### src/design/bph_pkg.sv
// Shared types and constants for the button press/hold event detector.
package bph_pkg;

	localparam int unsigned TIME_W    = 32;
	localparam int unsigned DUR_W     = 23;
	localparam int unsigned READ_W    = 16;
	localparam int unsigned CFG_IDX_W = 8;
	localparam int unsigned PROD_W    = 2 * TIME_W;

	// Configuration register indexes
	localparam logic [CFG_IDX_W-1:0] REG_ACTIVE_LEVEL  = CFG_IDX_W'(0);
	localparam logic [CFG_IDX_W-1:0] REG_HOLD_INTERVAL = CFG_IDX_W'(1);

	localparam logic [TIME_W-1:0] HOLD_RESET_US = TIME_W'(500000);
	localparam logic [READ_W-1:0] FULL_READING  = 16'hFFFF;

	// x / 1000 == (x * DIV_MAGIC) >> DIV_SHIFT for every 32-bit x
	localparam logic [TIME_W-1:0] DIV_MAGIC = 32'h10624DD3;
	localparam int unsigned       DIV_SHIFT = 38;

	typedef enum logic [1:0] {
		EV_NONE = 2'd0,
		EV_DOWN = 2'd1,
		EV_UP   = 2'd2,
		EV_HOLD = 2'd3
	} ev_kind_t;

	typedef struct packed {
		logic                   we;
		logic [CFG_IDX_W-1:0]   index;
		logic [TIME_W-1:0]      data;
	} cfg_wr_t;

	typedef struct packed {
		ev_kind_t               kind;
		logic                   pressed;
		logic [TIME_W-1:0]      elapsed;
	} ev_t;

endpackage

### src/design/bph_track.sv
// Press state tracking, configuration registers and event decision.
module bph_track (
	input  logic                        clk,
	input  logic                        arst_n,
	input  bph_pkg::cfg_wr_t            cfg,
	input  logic                        step,
	input  logic                        pin_level,
	input  logic [bph_pkg::TIME_W-1:0]  now_us,
	output bph_pkg::ev_t                ev
);

	logic                       active_level_q;
	logic [bph_pkg::TIME_W-1:0] hold_interval_q;
	logic                       last_pressed_q;
	logic [bph_pkg::TIME_W-1:0] press_start_q;
	logic [bph_pkg::TIME_W-1:0] next_hold_q;

	logic                       pressed;
	logic [bph_pkg::TIME_W-1:0] elapsed;

	assign pressed = (pin_level == active_level_q);
	assign elapsed = now_us - press_start_q;

	always_comb begin
		ev.pressed = pressed;
		ev.kind    = bph_pkg::EV_NONE;
		ev.elapsed = '0;
		if (pressed != last_pressed_q) begin
			if (pressed) begin
				ev.kind = bph_pkg::EV_DOWN;
			end else begin
				ev.kind    = bph_pkg::EV_UP;
				ev.elapsed = elapsed;
			end
		end else if (pressed && (elapsed >= next_hold_q)) begin
			ev.kind    = bph_pkg::EV_HOLD;
			ev.elapsed = elapsed;
		end
	end

	always_ff @(posedge clk or negedge arst_n) begin
		if (!arst_n) begin
			active_level_q  <= 1'b0;
			hold_interval_q <= bph_pkg::HOLD_RESET_US;
			last_pressed_q  <= 1'b0;
			press_start_q   <= '0;
			next_hold_q     <= '0;
		end else begin
			if (cfg.we) begin
				case (cfg.index)
					bph_pkg::REG_ACTIVE_LEVEL:  active_level_q  <= cfg.data[0];
					bph_pkg::REG_HOLD_INTERVAL: hold_interval_q <= cfg.data;
					default: ;
				endcase
			end
			if (step) begin
				last_pressed_q <= pressed;
				case (ev.kind)
					bph_pkg::EV_DOWN: begin
						press_start_q <= now_us;
						next_hold_q   <= hold_interval_q;
					end
					bph_pkg::EV_HOLD: next_hold_q <= next_hold_q + hold_interval_q;
					default: ;
				endcase
			end
		end
	end

endmodule

### src/design/bph_ms_div.sv
// Microsecond-to-millisecond conversion pipeline and result register.
module bph_ms_div (
	input  logic                        clk,
	input  logic                        arst_n,
	input  logic                        ev_valid,
	input  bph_pkg::ev_t                ev,
	output logic                        ev_ready,
	output logic                        out_valid,
	input  logic                        out_ready,
	output logic [1:0]                  event_kind,
	output logic [bph_pkg::DUR_W-1:0]   duration_ms,
	output logic                        is_pressed,
	output logic [bph_pkg::READ_W-1:0]  reading
);

	logic                       valid_s2;
	bph_pkg::ev_t               ev_s2;
	logic                       valid_s3;
	bph_pkg::ev_kind_t          kind_s3;
	logic                       pressed_s3;
	logic [bph_pkg::PROD_W-1:0] prod_s3;

	logic ready_s2;
	logic ready_s3;

	assign ready_s3 = !valid_s3 || out_ready;
	assign ready_s2 = !valid_s2 || ready_s3;
	assign ev_ready = ready_s2;

	always_ff @(posedge clk or negedge arst_n) begin
		if (!arst_n) begin
			valid_s2 <= 1'b0;
			valid_s3 <= 1'b0;
		end else begin
			if (ready_s2) valid_s2 <= ev_valid;
			if (ready_s3) valid_s3 <= valid_s2;
		end
	end

	always_ff @(posedge clk) begin
		if (ready_s2 && ev_valid) ev_s2 <= ev;
		if (ready_s3 && valid_s2) begin
			kind_s3    <= ev_s2.kind;
			pressed_s3 <= ev_s2.pressed;
			prod_s3    <= bph_pkg::PROD_W'(ev_s2.elapsed) *
			              bph_pkg::PROD_W'(bph_pkg::DIV_MAGIC);
		end
	end

	assign out_valid   = valid_s3;
	assign event_kind  = kind_s3;
	assign duration_ms = prod_s3[bph_pkg::DIV_SHIFT +: bph_pkg::DUR_W];
	assign is_pressed  = pressed_s3;
	assign reading     = pressed_s3 ? bph_pkg::FULL_READING : '0;

endmodule

### src/design/button_press_hold_events.sv
// Top level of the button press/release/hold event detector.
// Pipeline: input register, event register, product register; the multiply
// by 1/1000 sets the depth. Throughput: one item per cycle while out_ready
// does not stall the result side; each item yields exactly one result item.
// Reset (arst_n low): press state and hold mark clear, active level 0,
// hold interval 500000 us, all pipeline stages empty.
module button_press_hold_events (
	input  logic                            clk,
	input  logic                            arst_n,
	// configuration write channel
	input  logic                            cfg_valid,
	output logic                            cfg_ready,
	input  logic [bph_pkg::CFG_IDX_W-1:0]   cfg_index,
	input  logic [bph_pkg::TIME_W-1:0]      cfg_data,
	// sample channel
	input  logic                            in_valid,
	output logic                            in_ready,
	input  logic                            pin_level,
	input  logic [bph_pkg::TIME_W-1:0]      now_us,
	// event channel
	output logic                            out_valid,
	input  logic                            out_ready,
	output logic [1:0]                      event_kind,
	output logic [bph_pkg::DUR_W-1:0]       duration_ms,
	output logic                            is_pressed,
	output logic [bph_pkg::READ_W-1:0]      reading
);

	logic                       valid_s1;
	logic                       pin_level_s1;
	logic [bph_pkg::TIME_W-1:0] now_us_s1;

	logic             ev_ready;
	logic             step;
	bph_pkg::ev_t     ev;
	bph_pkg::cfg_wr_t cfg;

	// Configuration is always taken; the user must write only while the block is idle, as the block does not enforce it.
	assign cfg_ready = 1'b1;
	assign cfg       = '{we: cfg_valid, index: cfg_index, data: cfg_data};

	// Advance the sample out of the input register when the event stage has room;
	// state updates only on that transfer so each sample is seen once.
	assign step     = valid_s1 && ev_ready;
	assign in_ready = !valid_s1 || ev_ready;

	always_ff @(posedge clk or negedge arst_n) begin
		if (!arst_n) begin
			valid_s1 <= 1'b0;
		end else if (in_ready) begin
			valid_s1 <= in_valid;
		end
	end

	// Hold the sample payload; no reset needed.
	always_ff @(posedge clk) begin
		if (in_ready && in_valid) begin
			pin_level_s1 <= pin_level;
			now_us_s1    <= now_us;
		end
	end

	// Decide down/up/hold against the press state and update it.
	bph_track u_track (
		.clk       (clk),
		.arst_n    (arst_n),
		.cfg       (cfg),
		.step      (step),
		.pin_level (pin_level_s1),
		.now_us    (now_us_s1),
		.ev        (ev)
	);

	// Convert elapsed microseconds to milliseconds and drive the result item.
	bph_ms_div u_ms_div (
		.clk         (clk),
		.arst_n      (arst_n),
		.ev_valid    (valid_s1),
		.ev          (ev),
		.ev_ready    (ev_ready),
		.out_valid   (out_valid),
		.out_ready   (out_ready),
		.event_kind  (event_kind),
		.duration_ms (duration_ms),
		.is_pressed  (is_pressed),
		.reading     (reading)
	);

endmodule

### config.mk
export PLATFORM = sky130hd
export DESIGN_NAME = button_press_hold_events
export DESIGN_NICKNAME = d
export VERILOG_FILES = /design/src/design/bph_pkg.sv /design/src/design/bph_track.sv /design/src/design/bph_ms_div.sv /design/src/design/button_press_hold_events.sv
export SDC_FILE = /design/constraint.sdc
export NUM_CORES = 1
export LEC_CHECK = 0
export BUFFER_PORTS_ARGS = -buffer_cell sky130_fd_sc_hd__clkbuf_2
export CAP_MARGIN = 20
export CORE_MARGIN = 1
export CORE_UTILIZATION = 58
export CTS_CLUSTER_SIZE = 20
export DETAILED_ROUTE_END_ITERATION = 8
export GPL_TIMING_DRIVEN = 0
export PLACE_DENSITY = 0.9
export SLEW_MARGIN = 20
export SYNTH_ARGS = -nofsm -noshare
export SYNTH_HDL_FRONTEND = slang
export SYNTH_SLANG_ARGS = --single-unit
### constraint.sdc
create_clock -name clk -period 6.95 [get_ports clk]
set_input_delay 0.3475 -clock clk [delete_from_list [all_inputs] [get_ports clk]]
set_output_delay 0.3475 -clock clk [all_outputs]
set_load 0.1 [all_outputs]
==> impl_results.md <==
* Share of layout cells above drive strength 1 at 18.1%
* Setup violators final at 23
* Worst stage delay on the critical path at 0.73 ns
* Hold EP: now_us_s1[2]
* Critical path class: register to register
* Worst reg2reg path depth at 24
* Setup crit start kind: register
* Final HPWL DP at 51400 µm
* Grt met1 use at 36.2%
* Die area at 44900 µm²
* Commonest non-fill, non-tap cell in the layout: inv_1
* DRT Wirelength at 86800 µm
* Mapped cell area at 25500 µm²
* Max FO, Critical Path at 4
* Num rows at 76
* First-pass GRT wire length at 116000 µm
* Root Driver: clkbuf_16
* Clk buf depth at 2
* WHS at 0.0253 ns
* DRC at 0
* Commonest non-fill, non-tap cells in the layout: inv_1 (605), ha_1 (454), fa_1 (280)
* Final worst slack at -1.15 ns
* RR Endpoint: u_ms_div.prod_s3[53]
* Final GP Congestion at 0.967
* Synthesized Nets at 3327
* I/O pin cnt at 123
* Final Hold Viols at 0
* Starting density of the core at 59.0%
* Area Growth Syn to Fin at 14.5%
* Crit-path cells: buf_4 -> ha_1 -> ha_1 -> inv_1 -> fa_1 -> fa_2 -> fa_1 -> inv_1 -> fa_1 -> fa_1 -> inv_1 -> fa_1 -> inv_1 -> ha_4 -> nand4_1 -> nor3_4 -> nand3_4 -> nor3_4 -> o21ai_4 -> a311o_1 -> a2111oi_4 -> o31a_1 -> nor2_2 -> xnor2_1
* Final Non-Filler Cells at 3320
* Core box area at 43300 µm²
* Total track usage at 34.5%
* Status: complete, but fails checks
* Placed cell count at 3175
* CP Data Arrival Time at 8.35 ns
* Seq cells post-synth at 195
* Launching point of the worst reg2reg path: u_ms_div.ev_s2[7]
* Minimum clock period at 8.10 ns
* GRT Max-Usage Layer: met2
* Clock latency at the later pin of the worst-skew pair at 0.50 ns
* Ys flop type: edfxtp_1
* DRT antenna net count at 0
* Die Height at 212 µm
* Max Slew Vio Count at 0
* Slew of the pin with the lowest slew margin at 0.821 ns
* YS warnings at 0
* Global route overflow at 0
* Fmax at 123 MHz
* Die X at 212 µm
* HP Class: primary input to register
* Post-Syn Area per Cell at 10.4 µm²
* R2r setup slk at -1.15 ns
* WP data required at 7.19 ns
* Rel. slew slack at 45.2%
* Initial DRT Pass Iterations at 8
* Vias in the first global route at 21.9k
* MaxCap Viol Count at 0
* RSZ-0062 raised after global routing: true
* Total CTS buffers at 17
* Hold-critical path depth at 1
* Failing checks: negative setup slack
* Global Route met2 Usage at 57.7%
* Port Buf Inserts at 121
* Clock slew at reported path FFs at 0.08 ns
* Setup crit end kind: register
* Largest net degree at the start of global routing at 82
* CP dominant cell by count: fa_1
* Async set-or-reset flop fraction in the synthesized netlist at 51.8%
* Initial antenna violation count at 6
* Syn Inst Count at 2466
* H-tree depth at 4
* Via count at 21.1k
* Post-DR vias/cell at 6.37
* CTS tree: built
* DR WL/cell at 26.1 µm
* Post-synth EDFFs at 94
* Sequential area share after synthesis at 21.0%
* CTS Sinks at 195
* Netlist cell types at 91
* Final Util at 67.6%
* Slowest-stage cell, CP: fa_1
* Final Cycle Share at 117%
* Setup Skew at 0.0236 ns
* Met3 GRT Util at 10.4%
* Fin nets at 3581
* Hold Crit Start: now_us[2]
* DRT iter0 DRCs at 2254
[cells by family after synthesis]
kind of cell | after synthesis | share of synthesized area [%]
other cells | 1 | 0.0147
xor+xnor | 66 | 2.26
simple gates | 305 | 6.03
fa+ha+maj | 783 | 47.2
buf+inv | 662 | 10.0
flops | 195 | 21.0
mux | 88 | 3.76
compound gates | 366 | 9.78
[synth_stat cells (16+ instances only)]
cell,count,area [µm²]
a21oi_1,89,445
edfxtp_1,94,2820
nand3_1,24,120
mux2_2,64,721
clkbuf_1,19,71.3
and2_1,20,125
nand4_1,18,113
o21ai_0,73,365
nor2_1,63,236
nor2b_1,23,144
xor2_1,23,201
xnor2_1,43,377
ha_1,483,6040
a21o_1,74,556
inv_1,614,2300
buf_4,17,128
nor3_1,16,80.1
nand2b_1,16,100
nand2_1,81,304
mux2i_1,24,240
dfrtp_1,94,2350
fa_1,300,6010
[final cells by class]
class	instances	area [µm²]
multi-input cells	1609	18400
fillers	2760	14000
flip-flops and latches	195	5360
inverters	615	2310
repair buffers	235	1610
well taps	585	732
clock buffers	18	450
plain buffers	47	248
clock inverters	14	184
diodes	2	5.00
[timing repair]
action | 4_1_cts | 5_1_grt
hold buffers | 1 | 0
endpoints found under the setup margin | 23 | 23
hold endpoints to repair | 20 | 0
pin swaps | 50 | 44
buffers inserted | 90 | 20
resized for setup | 92 | 58
[routing by layer]
layer  share of wire (%)  wire [µm]  up-vias
met5               0.031         27        -
met4                  11       9810        4
met3                  13      11400      763
met2                  44      38600     1692
met1                  31      26900    10100
li1                    -          -     8604
[metrics by stage]
step / area, µm² / worst slack (ns) / TNS [ns]
6_report: 29300 / -1.15 / -17.33
5_1_grt: 29300 / -1.21 / -17.94
4_1_cts: 28900 / -0.00898 / -0.0179
3_5_place_dp: 27000 / -1.22 / -17.19
3_3_place_gp: 26900 / -0.833 / -11.17
2_1_floorplan: 25500 / 0.208 / 0
[state kept, by name, summed over array words and instances (netlist names), 2 cells and up]
signal                   count
u_track.next_hold_q         32
u_ms_div.event_kind          2
u_track.hold_interval_q     32
u_ms_div.ev_s2              35
u_ms_div.prod_s3            23
now_us_s1                   32
u_track.press_start_q       32
[worst max-delay path, delay by kind of cell, from the launching register on]
kind                     cells  cell delay, ns
adder cells (fa/ha/maj)      9            4.33
XOR/XNOR                     1            0.13
AO/OA/AOI/OAI                4            1.19
flip-flops                   1            0.56
buffers and inverters        5            0.69
AND/OR/NAND/NOR              5            0.95
[worst max-delay path by stage]
stage / startpoint / end / slack, ns / cells after the start
3_3_place_gp: u_ms_div.ev_s2[12] / u_ms_div.prod_s3[53] / -0.83 / 23
2_1_floorplan: u_ms_div.ev_s2[9] / u_ms_div.prod_s3[60] / 0.21 / 23
6_report: u_ms_div.ev_s2[7] / u_ms_div.prod_s3[53] / -1.15 / 24
3_5_place_dp: u_ms_div.ev_s2[12] / u_ms_div.prod_s3[55] / -1.22 / 23
4_1_cts: u_ms_div.ev_s2[15] / u_ms_div.prod_s3[60] / -0.009 / 25
5_1_grt: u_ms_div.ev_s2[7] / u_ms_div.prod_s3[53] / -1.21 / 24
Power is not shown: default switching activity piles up to over one toggle a cycle in this logic, so the estimate is an artifact.
